$ cat config.mk
export PLATFORM = sky130hd
export DESIGN_NAME = seen_device_hit_table_unit
export DESIGN_NICKNAME = d
export VERILOG_FILES = /design/src/sdht_pkg.sv /design/src/sdht_ram.sv /design/src/seen_device_hit_table_unit.sv
export SDC_FILE = /design/constraint.sdc
export NUM_CORES = 2
export LEC_CHECK = 0
export BUFFER_PORTS_ARGS = -buffer_cell sky130_fd_sc_hd__buf_2
export CAP_MARGIN = 40
export CORE_ASPECT_RATIO = 0.75
export CORE_UTILIZATION = 56
export CTS_BUF_LIST = sky130_fd_sc_hd__clkbuf_16
export DETAILED_ROUTE_END_ITERATION = 10
export PLACE_DENSITY = 0.78
export SYNTH_ARGS = -nofsm -noshare
export SYNTH_HDL_FRONTEND = slang
export SYNTH_SLANG_ARGS = --single-unit
export TNS_END_PERCENT = 30
$ cat constraint.sdc
create_clock -name clk_i -period 8.29 [get_ports clk_i]
set_input_delay 0 -clock clk_i [delete_from_list [all_inputs] [get_ports clk_i]]
set_output_delay 0 -clock clk_i [all_outputs]
set_load 0.02 [all_outputs]
$ cat src/sdht_pkg.sv
// Package for the seen-device hit table: result codes, sequencer states,
// table entry layout and the saturating increment.
// No dependencies.
package sdht_pkg;

  localparam int unsigned CHANNEL_W = 7;
  localparam int unsigned PREFIX_W  = 48;
  localparam int unsigned TIME_W    = 32;
  localparam int unsigned COUNT_W   = 32;
  localparam int unsigned INDEX_W   = 4;

  // Prefixes that cannot come from a real device
  localparam logic [PREFIX_W-1:0] PREFIX_ZEROS = {PREFIX_W{1'b0}};
  localparam logic [PREFIX_W-1:0] PREFIX_ONES  = {PREFIX_W{1'b1}};
  localparam logic [COUNT_W-1:0]  COUNT_MAX    = {COUNT_W{1'b1}};

  typedef enum logic [1:0] {
    OUT_REJECT = 2'd0,
    OUT_MATCH  = 2'd1,
    OUT_INSERT = 2'd2,
    OUT_DROP   = 2'd3
  } outcome_e;

  typedef enum logic {
    ST_IDLE = 1'b0,
    ST_CMP  = 1'b1
  } state_e;

  // One stored table entry
  typedef struct packed {
    logic [PREFIX_W-1:0]  key;
    logic [CHANNEL_W-1:0] channel;
    logic [TIME_W-1:0]    last_seen;
    logic [COUNT_W-1:0]   hits;
  } entry_t;

  localparam int unsigned ENTRY_W = $bits(entry_t);

  function automatic logic [COUNT_W-1:0] sat_inc(input logic [COUNT_W-1:0] v);
    logic [COUNT_W-1:0] r;
    r = (v == COUNT_MAX) ? COUNT_MAX : v + COUNT_W'(1);
    return r;
  endfunction

endpackage

$ cat src/sdht_ram.sv
// Generic simple dual-port RAM: one write port, one read port, registered read.
// No dependencies.
module sdht_ram #(
  parameter int unsigned WIDTH  = 8,
  parameter int unsigned DEPTH  = 16,
  parameter int unsigned ADDR_W = (DEPTH > 1) ? $clog2(DEPTH) : 1
) (
  input  logic              clk_i,
  input  logic              we_i,
  input  logic [ADDR_W-1:0] waddr_i,
  input  logic [WIDTH-1:0]  wdata_i,
  input  logic [ADDR_W-1:0] raddr_i,
  output logic [WIDTH-1:0]  rdata_o
);

  logic [WIDTH-1:0] mem_q [DEPTH];
  logic [WIDTH-1:0] rdata_q;

  // write port
  always_ff @(posedge clk_i) begin
    if (we_i) begin
      mem_q[waddr_i] <= wdata_i;
    end
  end

  // registered read port
  always_ff @(posedge clk_i) begin
    rdata_q <= mem_q[raddr_i];
  end

  assign rdata_o = rdata_q;

endmodule

$ cat src/seen_device_hit_table_unit.sv
// Seen-device hit table top level: sequencer, shared key comparator,
// entry RAM and result register. Depends on sdht_pkg and sdht_ram.
// Lookup: a rejected prefix or an empty table is answered from the idle state;
//   otherwise the single key comparator steps one RAM read per cycle through
//   the used entries until a hit or the last used entry.
// Input: a new packet is taken only in the idle state, once the result
//   register is empty or being drained; none is taken during a scan.
// Reset: asynchronous active low; clears fill count, total and control state.
//   Entry RAM contents are not cleared; only entries below the fill count are compared.
module seen_device_hit_table_unit #(
  parameter int unsigned ENTRIES = 16
) (
  input  logic        clk_i,
  input  logic        rst_ni,
  input  logic        s_axis_tvalid,
  output logic        s_axis_tready,
  input  logic [87:0] s_axis_tdata,  // channel[6:0], packet_prefix[54:7], time_ms[86:55]
  output logic        m_axis_tvalid,
  input  logic        m_axis_tready,
  output logic [71:0] m_axis_tdata   // outcome[1:0], entry_index[5:2],
                                     // entry_count[37:6], total_hits[69:38]
);
  import sdht_pkg::*;

  localparam int unsigned IDX_W = (ENTRIES > 1) ? $clog2(ENTRIES) : 1;
  localparam int unsigned CNT_W = IDX_W + 1;

  // input fields
  logic [CHANNEL_W-1:0] s_channel;
  logic [PREFIX_W-1:0]  s_prefix;
  logic [TIME_W-1:0]    s_time;
  assign s_channel = s_axis_tdata[6:0];
  assign s_prefix  = s_axis_tdata[54:7];
  assign s_time    = s_axis_tdata[86:55];

  state_e state_q, state_d;
  logic [IDX_W-1:0]     idx_q, idx_d;
  logic [CNT_W-1:0]     used_q, used_d;
  logic [COUNT_W-1:0]   total_q, total_d;
  logic [CHANNEL_W-1:0] ch_q;
  logic [PREFIX_W-1:0]  key_q;
  logic [TIME_W-1:0]    time_q;

  logic s_accept;
  logic plausible;
  logic key_hit;
  logic scan_last;
  logic [CNT_W-1:0] idx_next;

  logic             ram_we;
  logic [IDX_W-1:0] ram_waddr;
  logic [IDX_W-1:0] ram_raddr;
  entry_t           ram_wdata;
  entry_t           ram_rdata;

  logic           do_insert;
  logic           res_load;
  outcome_e       res_outcome;
  logic [IDX_W-1:0] res_index;
  logic [COUNT_W-1:0] res_count;

  logic               out_valid_q;
  outcome_e           out_outcome_q;
  logic [INDEX_W-1:0] out_index_q;
  logic [COUNT_W-1:0] out_count_q;
  logic [COUNT_W-1:0] out_total_q;
  logic [IDX_W+INDEX_W-1:0] res_index_ext;

  assign s_axis_tready = (state_q == ST_IDLE) && (!out_valid_q || m_axis_tready);
  assign s_accept      = s_axis_tvalid && s_axis_tready;
  assign plausible     = (s_prefix != PREFIX_ZEROS) && (s_prefix != PREFIX_ONES);

  // shared comparator and scan bookkeeping
  assign key_hit   = (ram_rdata.key == key_q);
  assign idx_next  = {1'b0, idx_q} + CNT_W'(1);
  assign scan_last = (idx_next >= used_q);
  assign ram_raddr = (state_q == ST_IDLE) ? '0 : idx_next[IDX_W-1:0];

  // next state
  always_comb begin
    state_d = state_q;
    case (state_q)
      ST_IDLE: begin
        if (s_accept && plausible && (used_q != '0)) begin
          state_d = ST_CMP;
        end
      end
      ST_CMP: begin
        if (key_hit || scan_last) begin
          state_d = ST_IDLE;
        end
      end
      default: state_d = ST_IDLE;
    endcase
  end

  // datapath control
  always_comb begin
    ram_we      = 1'b0;
    ram_waddr   = used_q[IDX_W-1:0];
    ram_wdata   = '{key: key_q, channel: ch_q, last_seen: time_q, hits: COUNT_W'(1)};
    do_insert   = 1'b0;
    res_load    = 1'b0;
    res_outcome = OUT_REJECT;
    res_index   = '0;
    res_count   = '0;
    used_d      = used_q;
    total_d     = total_q;
    idx_d       = idx_q;
    case (state_q)
      ST_IDLE: begin
        idx_d = '0;
        if (s_accept) begin
          ram_wdata = '{key: s_prefix, channel: s_channel, last_seen: s_time,
                        hits: COUNT_W'(1)};
          if (!plausible) begin
            res_load = 1'b1;
          end else if (used_q == '0) begin
            do_insert = 1'b1;
          end
        end
      end
      ST_CMP: begin
        if (key_hit) begin
          ram_we      = 1'b1;
          ram_waddr   = idx_q;
          ram_wdata   = '{key: ram_rdata.key, channel: ch_q, last_seen: time_q,
                          hits: sat_inc(ram_rdata.hits)};
          res_load    = 1'b1;
          res_outcome = OUT_MATCH;
          res_index   = idx_q;
          res_count   = sat_inc(ram_rdata.hits);
          total_d     = sat_inc(total_q);
        end else if (scan_last) begin
          if (used_q == CNT_W'(ENTRIES)) begin
            res_load    = 1'b1;
            res_outcome = OUT_DROP;
          end else begin
            do_insert = 1'b1;
          end
        end else begin
          idx_d = idx_next[IDX_W-1:0];
        end
      end
      default: ;
    endcase
    // append a new entry at the fill point
    if (do_insert) begin
      ram_we      = 1'b1;
      res_load    = 1'b1;
      res_outcome = OUT_INSERT;
      res_index   = used_q[IDX_W-1:0];
      res_count   = COUNT_W'(1);
      used_d      = used_q + CNT_W'(1);
      total_d     = sat_inc(total_q);
    end
  end

  // control state
  always_ff @(posedge clk_i or negedge rst_ni) begin
    if (!rst_ni) begin
      state_q <= ST_IDLE;
      idx_q   <= '0;
      used_q  <= '0;
      total_q <= '0;
    end else begin
      state_q <= state_d;
      idx_q   <= idx_d;
      used_q  <= used_d;
      total_q <= total_d;
    end
  end

  // captured packet fields
  always_ff @(posedge clk_i) begin
    if (s_accept) begin
      ch_q   <= s_channel;
      key_q  <= s_prefix;
      time_q <= s_time;
    end
  end

  sdht_ram #(
    .WIDTH (ENTRY_W),
    .DEPTH (ENTRIES)
  ) u_entry_ram (
    .clk_i   (clk_i),
    .we_i    (ram_we),
    .waddr_i (ram_waddr),
    .wdata_i (ram_wdata),
    .raddr_i (ram_raddr),
    .rdata_o (ram_rdata)
  );

  // result register
  assign res_index_ext = {{INDEX_W{1'b0}}, res_index};

  always_ff @(posedge clk_i or negedge rst_ni) begin
    if (!rst_ni) begin
      out_valid_q <= 1'b0;
    end else if (res_load) begin
      out_valid_q <= 1'b1;
    end else if (m_axis_tready) begin
      out_valid_q <= 1'b0;
    end
  end

  always_ff @(posedge clk_i) begin
    if (res_load) begin
      out_outcome_q <= res_outcome;
      out_index_q   <= res_index_ext[INDEX_W-1:0];
      out_count_q   <= res_count;
      out_total_q   <= total_d;
    end
  end

  assign m_axis_tvalid = out_valid_q;
  assign m_axis_tdata  = {2'b00, out_total_q, out_count_q, out_index_q, out_outcome_q};

  // checks
  a_used_bound: assert property (@(posedge clk_i) disable iff (!rst_ni)
    used_q <= CNT_W'(ENTRIES))
    else $error("fill count beyond table size");

  a_scan_in_range: assert property (@(posedge clk_i) disable iff (!rst_ni)
    (state_q == ST_CMP) |-> ({1'b0, idx_q} < used_q))
    else $error("scan index past filled entries");

  a_write_with_result: assert property (@(posedge clk_i) disable iff (!rst_ni)
    ram_we |-> res_load)
    else $error("entry write without a result");

  a_no_result_overrun: assert property (@(posedge clk_i) disable iff (!rst_ni)
    res_load |-> (!out_valid_q || m_axis_tready))
    else $error("result overwrites an untaken transfer");

  a_total_monotonic: assert property (@(posedge clk_i) disable iff (!rst_ni)
    1'b1 |=> (total_q >= $past(total_q)))
    else $error("total count went down");

endmodule

-- Word-level counts from Yosys, hierarchy flattened
Memories as Yosys holds them, arrays and structs flattened. A register that Yosys moved wholly into a read port is not among the register bits.
Index checks and enable logic that the tools add are counted.
- add/subtract/negate cells: 4
- magnitude comparators: 1
- equal/unequal tests: 7
- muxes and demuxes: 47
- bitwise gates (word level): 2
- reductions and logical operators: 15
- operator list (kind ; count):
    $mux 119 ; 2
    $pmux 119 s2 ; 1
    $mux 32 ; 5
    $add 32x1->32 const B ; 2
    $eq 32x32->1 const B ; 2
    $eq 48x48->1 ; 1
    $ne 48x48->1 const B ; 1
    $reduce_bool 48->1 ; 1
    $mux 4 ; 8
    $mux 1 ; 23
    $mux 2 ; 4
    $pmux 4 s2 ; 1
    $pmux 1 s2 ; 3
    $add 4x1->5 const B ; 1
    $add 5x1->5 const B ; 1
    $eq 5x5->1 const B ; 1
    $ge 5x5->1 ; 1
    $logic_and 1x1->1 ; 5
    $logic_not 5->1 ; 1
    $reduce_bool 5->1 ; 1
    $ne 2x2->1 const B ; 2
    $reduce_or 3->1 ; 1
    $logic_or 1x1->1 ; 2
    $not 1->1 ; 2
    other kinds (4) ; 4
- bits in registers: 200
- RAM bits: 1904
- input bits: 92
- output and inout bits: 74
- logic and storage cells: 91
- memories kept: 1
- memories (name ; words ; width ; read ports ; clocked after Yosys merged registers in ; wr ports ; line ; text):
    u_entry_ram.mem_q ; 16 ; 119 ; 1 ; 1 ; 1 ; sdht_ram.sv:16 ; logic [WIDTH-1:0] mem_q [DEPTH];

-- Logic depth before layout (Yosys ltp)
- depth in word-level cells: 9
- depth in mapped cells: 11
- gate-level depth less buffers: 9

-- Hierarchy
A second synthesis with hierarchy kept.
- cell total of the unflattened synthesis: 3817
- area total of the unflattened synthesis: 83422.5 um^2
- by module, submodules not included (module ; times used ; cells an instance ; area each (um^2)):
    sdht_ram ; 1 ; 3041 ; 73429.2
    seen_device_hit_table_unit ; 1 ; 776 ; 9993.3

-- Least setup slack after synthesis
No wires, ideal clock.
- kind: reg2reg
- start point: register key_q[46]
- end point: memory u_entry_ram.mem_q[14][0] (netlist bit), enable pin
- arrival: 8.258 ns
- path slack: -0.584 ns
- stages on the path, launching flop included: 9
- buffers on the path: 2
- clock period less this slack: 8.874 ns
- cell sequence: edfxtp_1 > xor2_1 > or4b_1 > or4_1 > buf_6 > nor4_2 > buf_2 > mux2_2 > nor3_1
- cells in the longest elaborated chain, start to end: 6
- RTL lines (item ; line ; text):
    start, declared ; seen_device_hit_table_unit.sv:41 ; logic [PREFIX_W-1:0] key_q;
    start signal, assigned ; seen_device_hit_table_unit.sv:178 ; key_q <= s_prefix;
    $eq 48x48->1 (*) ; seen_device_hit_table_unit.sv:74 ; assign key_hit = (ram_rdata.key == key_q);
    $mux 1 ; seen_device_hit_table_unit.sv:124 ; if (key_hit) begin
    $pmux 1 s2 or $mux 1 (tied branches) ; seen_device_hit_table_unit.sv:110 ; case (state_q)
    $mux 1 ; seen_device_hit_table_unit.sv:148 ; if (do_insert) begin
    $mux 1 ; sdht_ram.sv:21 ; if (we_i) begin
    $mux 1 (not written as such) ; sdht_ram.sv:22 ; mem_q[waddr_i] <= wdata_i;
    end, declared ; sdht_ram.sv:16 ;
Every way passes the cells marked *; elsewhere a longest branch is shown, timed or not.

-- Worst setup path in the final report
- start point: register key_q[8]
- end point: memory u_entry_ram.mem_q[13][84] (netlist bit), enable pin
The elaborated chain is that of the path after synthesis.

==> qor.yml <==
clock_tree:
  cts_max_path_buffers: 3
  cts.repair.resized: 0
  numClockSinks: 1521
  path_clk_slew_ps: 60
  worst_skew_pair.late_latency_ps: 790
  cts_root_buffer: "clkbuf_16"
  htreeDepth: 4
  cts_setup_buffers: 0
  cts_hold_buf: 70
  numCtsBuffers: 144
  cts_tree: "built"
logic_synthesis:
  synth_top_flop_cell: "edfxtp_1"
  synth_common_cells: "edfxtp_1, nand2_1, mux2i_1"
  ys_types: 65
  synth.area.top_cells: "edfxtp_1, mux2i_1, a211oi_1"
  netlist.area_leader.share_pct: 69.14
  synth_area_um2: 60720
  async_reset_ff_share_pct: 2.827
  ys_seq_area_share_pct: 73.55
  synth_cells: 3788
  ys_ff_latch: 1521
  ys_warn_count: 0
  synth.most_common_cell: "edfxtp_1"
  avgSynthCellArea_um2: 16.03
  synth_top_area_cell: "edfxtp_1"
  synth_edf_count: 1398
detailed_routing:
  routedWlPerCell_um: 26.59
  drt-initial-drc-count: 5415
  drc: 0
  drt_pre_antenna_iters: 8
  ant_nets: 0
  routed_wirelength_mm: 148.0
  via_per_inst: 6.471
  vias: 36010
placed_design:
  port_buffers: 123
  dp_hpwl_mm: 79.55
  dp.cells: 5217
  place_congestion: 0.9098
worst_setup_path:
  critPathCaptureType: "flop"
  arrival_ps: 5500
  r2r_end: "u_entry_ram.mem_q[13][84]"
  startpoint_type: "flop"
  worstPathRequired_ps: 8690
  worstRegToRegCells: 9
  crit_type: "flop to flop"
  r2r-start: "key_q[8]"
  crit_fanout: 32
  r2r_slack_ps: 3190
floorplanning:
  dieArea_um2: 109800
  io_pins: 166
  core-area_um2: 107400
  rows: 104
  die_y_um: 287.2
  start_util_pct: 56.56
  fp.dieW_um: 382.2
sta:
  relSlewSlack_pct: 23.91
  tns_ps: 0
  hold_viol_final: 0
  tightest_slew_ps: 1141
  slew_violations: 0
  layout_min_cycle_time_ps: 5096
  finalCritPeriodShare_pct: 61.47
  setup_violations: 0
  max_freq_mhz: 196.2
  rsz0062_at_grt: "no"
  finClkSkew_ps: 39.44
power_and_ir_drop:
  vdd_ir_drop_max_mv: 0.3559
  p_leak_nw: 23.46
  switching_share_pct: 32.34
  clkPwrFrac_pct: 28.8
  p_per_area_nw_per_um2: 325.6
  p_switching_mw: 7.274
  power_frac_seq_pct: 44.4
  internal-power_mw: 15.22
  pwr-share-comb_pct: 26.7
finish:
  syn2layout_area_growth_pct: 13.76
  final_util_pct: 64.34
  instances_no_fill: 5565
  drive_above_1_share_pct: 14.12
  final_nets: 4109
global_routing:
  grt-ovfl-total: 0
  antenna_found_initial: 6
  grt_pass1_vias: 34470
  grt_usage_pct: 26.84
  grt_max_degree: 190
  grt_pass1_wl_mm: 218.9
min_path:
  hold_path_startpoint: "s_axis_tdata[14]"
  min_to: "key_q[7]"
  min_path_cells: 2
  min_path_type: "input pin to flop"
run_status:
  status: "finished, final reports clean"
flow_run:
  drv_cap: 0
## cells by family after synthesis
family	share of synthesized area [%]
other cells	0.006176
buf+inv	1.675
fa+ha+maj	0.2061
flops	73.55
xor+xnor	1.183
simple gates	6.252
compound gates	8.502
mux	8.630
## placed cells by master (no fill, tap or decap), types with 70 or more instances in the layout
cell type,n
a211oi_1,245
a21oi_1,147
a311oi_1,84
a31oi_1,101
buf_2,124
buf_4,98
clkbuf_16,145
dfxtp_1,80
dlygate4sd3_1,70
edfxtp_1,1398
mux2i_1,327
mux4_2,80
nand2_1,359
nor2b_1,165
## registers in the layout, summed over array words and instances, names as in the netlist
name,count
total_q,32
key_q,48
m_axis_tvalid,1
idx_q,4
out_count_q,32
u_entry_ram.rdata_o,80
out_outcome_q,2
state_q,1
out_index_q,4
used_q,5
out_total_q,32
u_entry_ram.mem_q,1280
## through the flow
stage	power [mW]	instance area, µm²	worst slack (ps)	hold WS, ps
floorplan	14.06	60730	-584.3	-295.6
global placement	15.68	62980	2611	212.2
detailed placement	15.95	63670	2951	-21.76
CTS	22.41	69030	2897	6.308
global route	23.28	69070	3018	22.60
finish	22.49	69070	3194	46.06
## layer usage
layer | GRT usage [%] | up-vias | share of wire, %
met5 | 0 | - | 0.018
met2 | 40.31 | 2242 | 46
li1 | - | 15440 | -
met3 | 6.872 | 366 | 12
met4 | 9.200 | 4 | 3.0
met1 | 38.47 | 17960 | 40
## how the worst max path moves through the flow
stage                         start                          to  slack, ps  depth (start not counted)
after detailed placement   key_q[8]   u_entry_ram.mem_q[14][86]       2950                          9
after CTS                  key_q[8]   u_entry_ram.mem_q[14][76]       2900                          9
after global routing       key_q[8]  u_entry_ram.mem_q[13][108]       3020                          9
after global placement     key_q[8]    u_entry_ram.mem_q[9][86]       2610                          7
after floorplan           key_q[46]    u_entry_ram.mem_q[14][0]       -580                          8
final                      key_q[8]   u_entry_ram.mem_q[13][84]       3190                          9
## critical path, stage by stage (launching register included)
cell and delay (ps):
edfxtp_1 400, xor2_1 230, or4b_1 540, or4_1 850, nor4_4 520, buf_6 250
nand3b_1 340, a21oi_4 260, buf_4 560, buf_4 650
## power groups by stage
stage          registers [mW]  logic (mW)  clock network [mW]
2_1_floorplan            10.2        3.84                   0
3_3_place_gp             10.1        5.55                   0
3_5_place_dp             10.1        5.83                   0
4_1_cts                  9.97        5.91                6.53
5_1_grt                  10.0        6.41                6.83
6_report                 9.99        6.01                6.49
## final cells by class
class	instances	area, µm²
clock buffer	145	3628
timing repair buffer	320	2666
sequential	1521	44660
fill	7100	38280
clock inverter	122	1030
multi-input combinational	2006	15230
antenna	6	15.01
tap	1431	1790
inverter	14	52.55
Power figures use the tool's default switching activity.
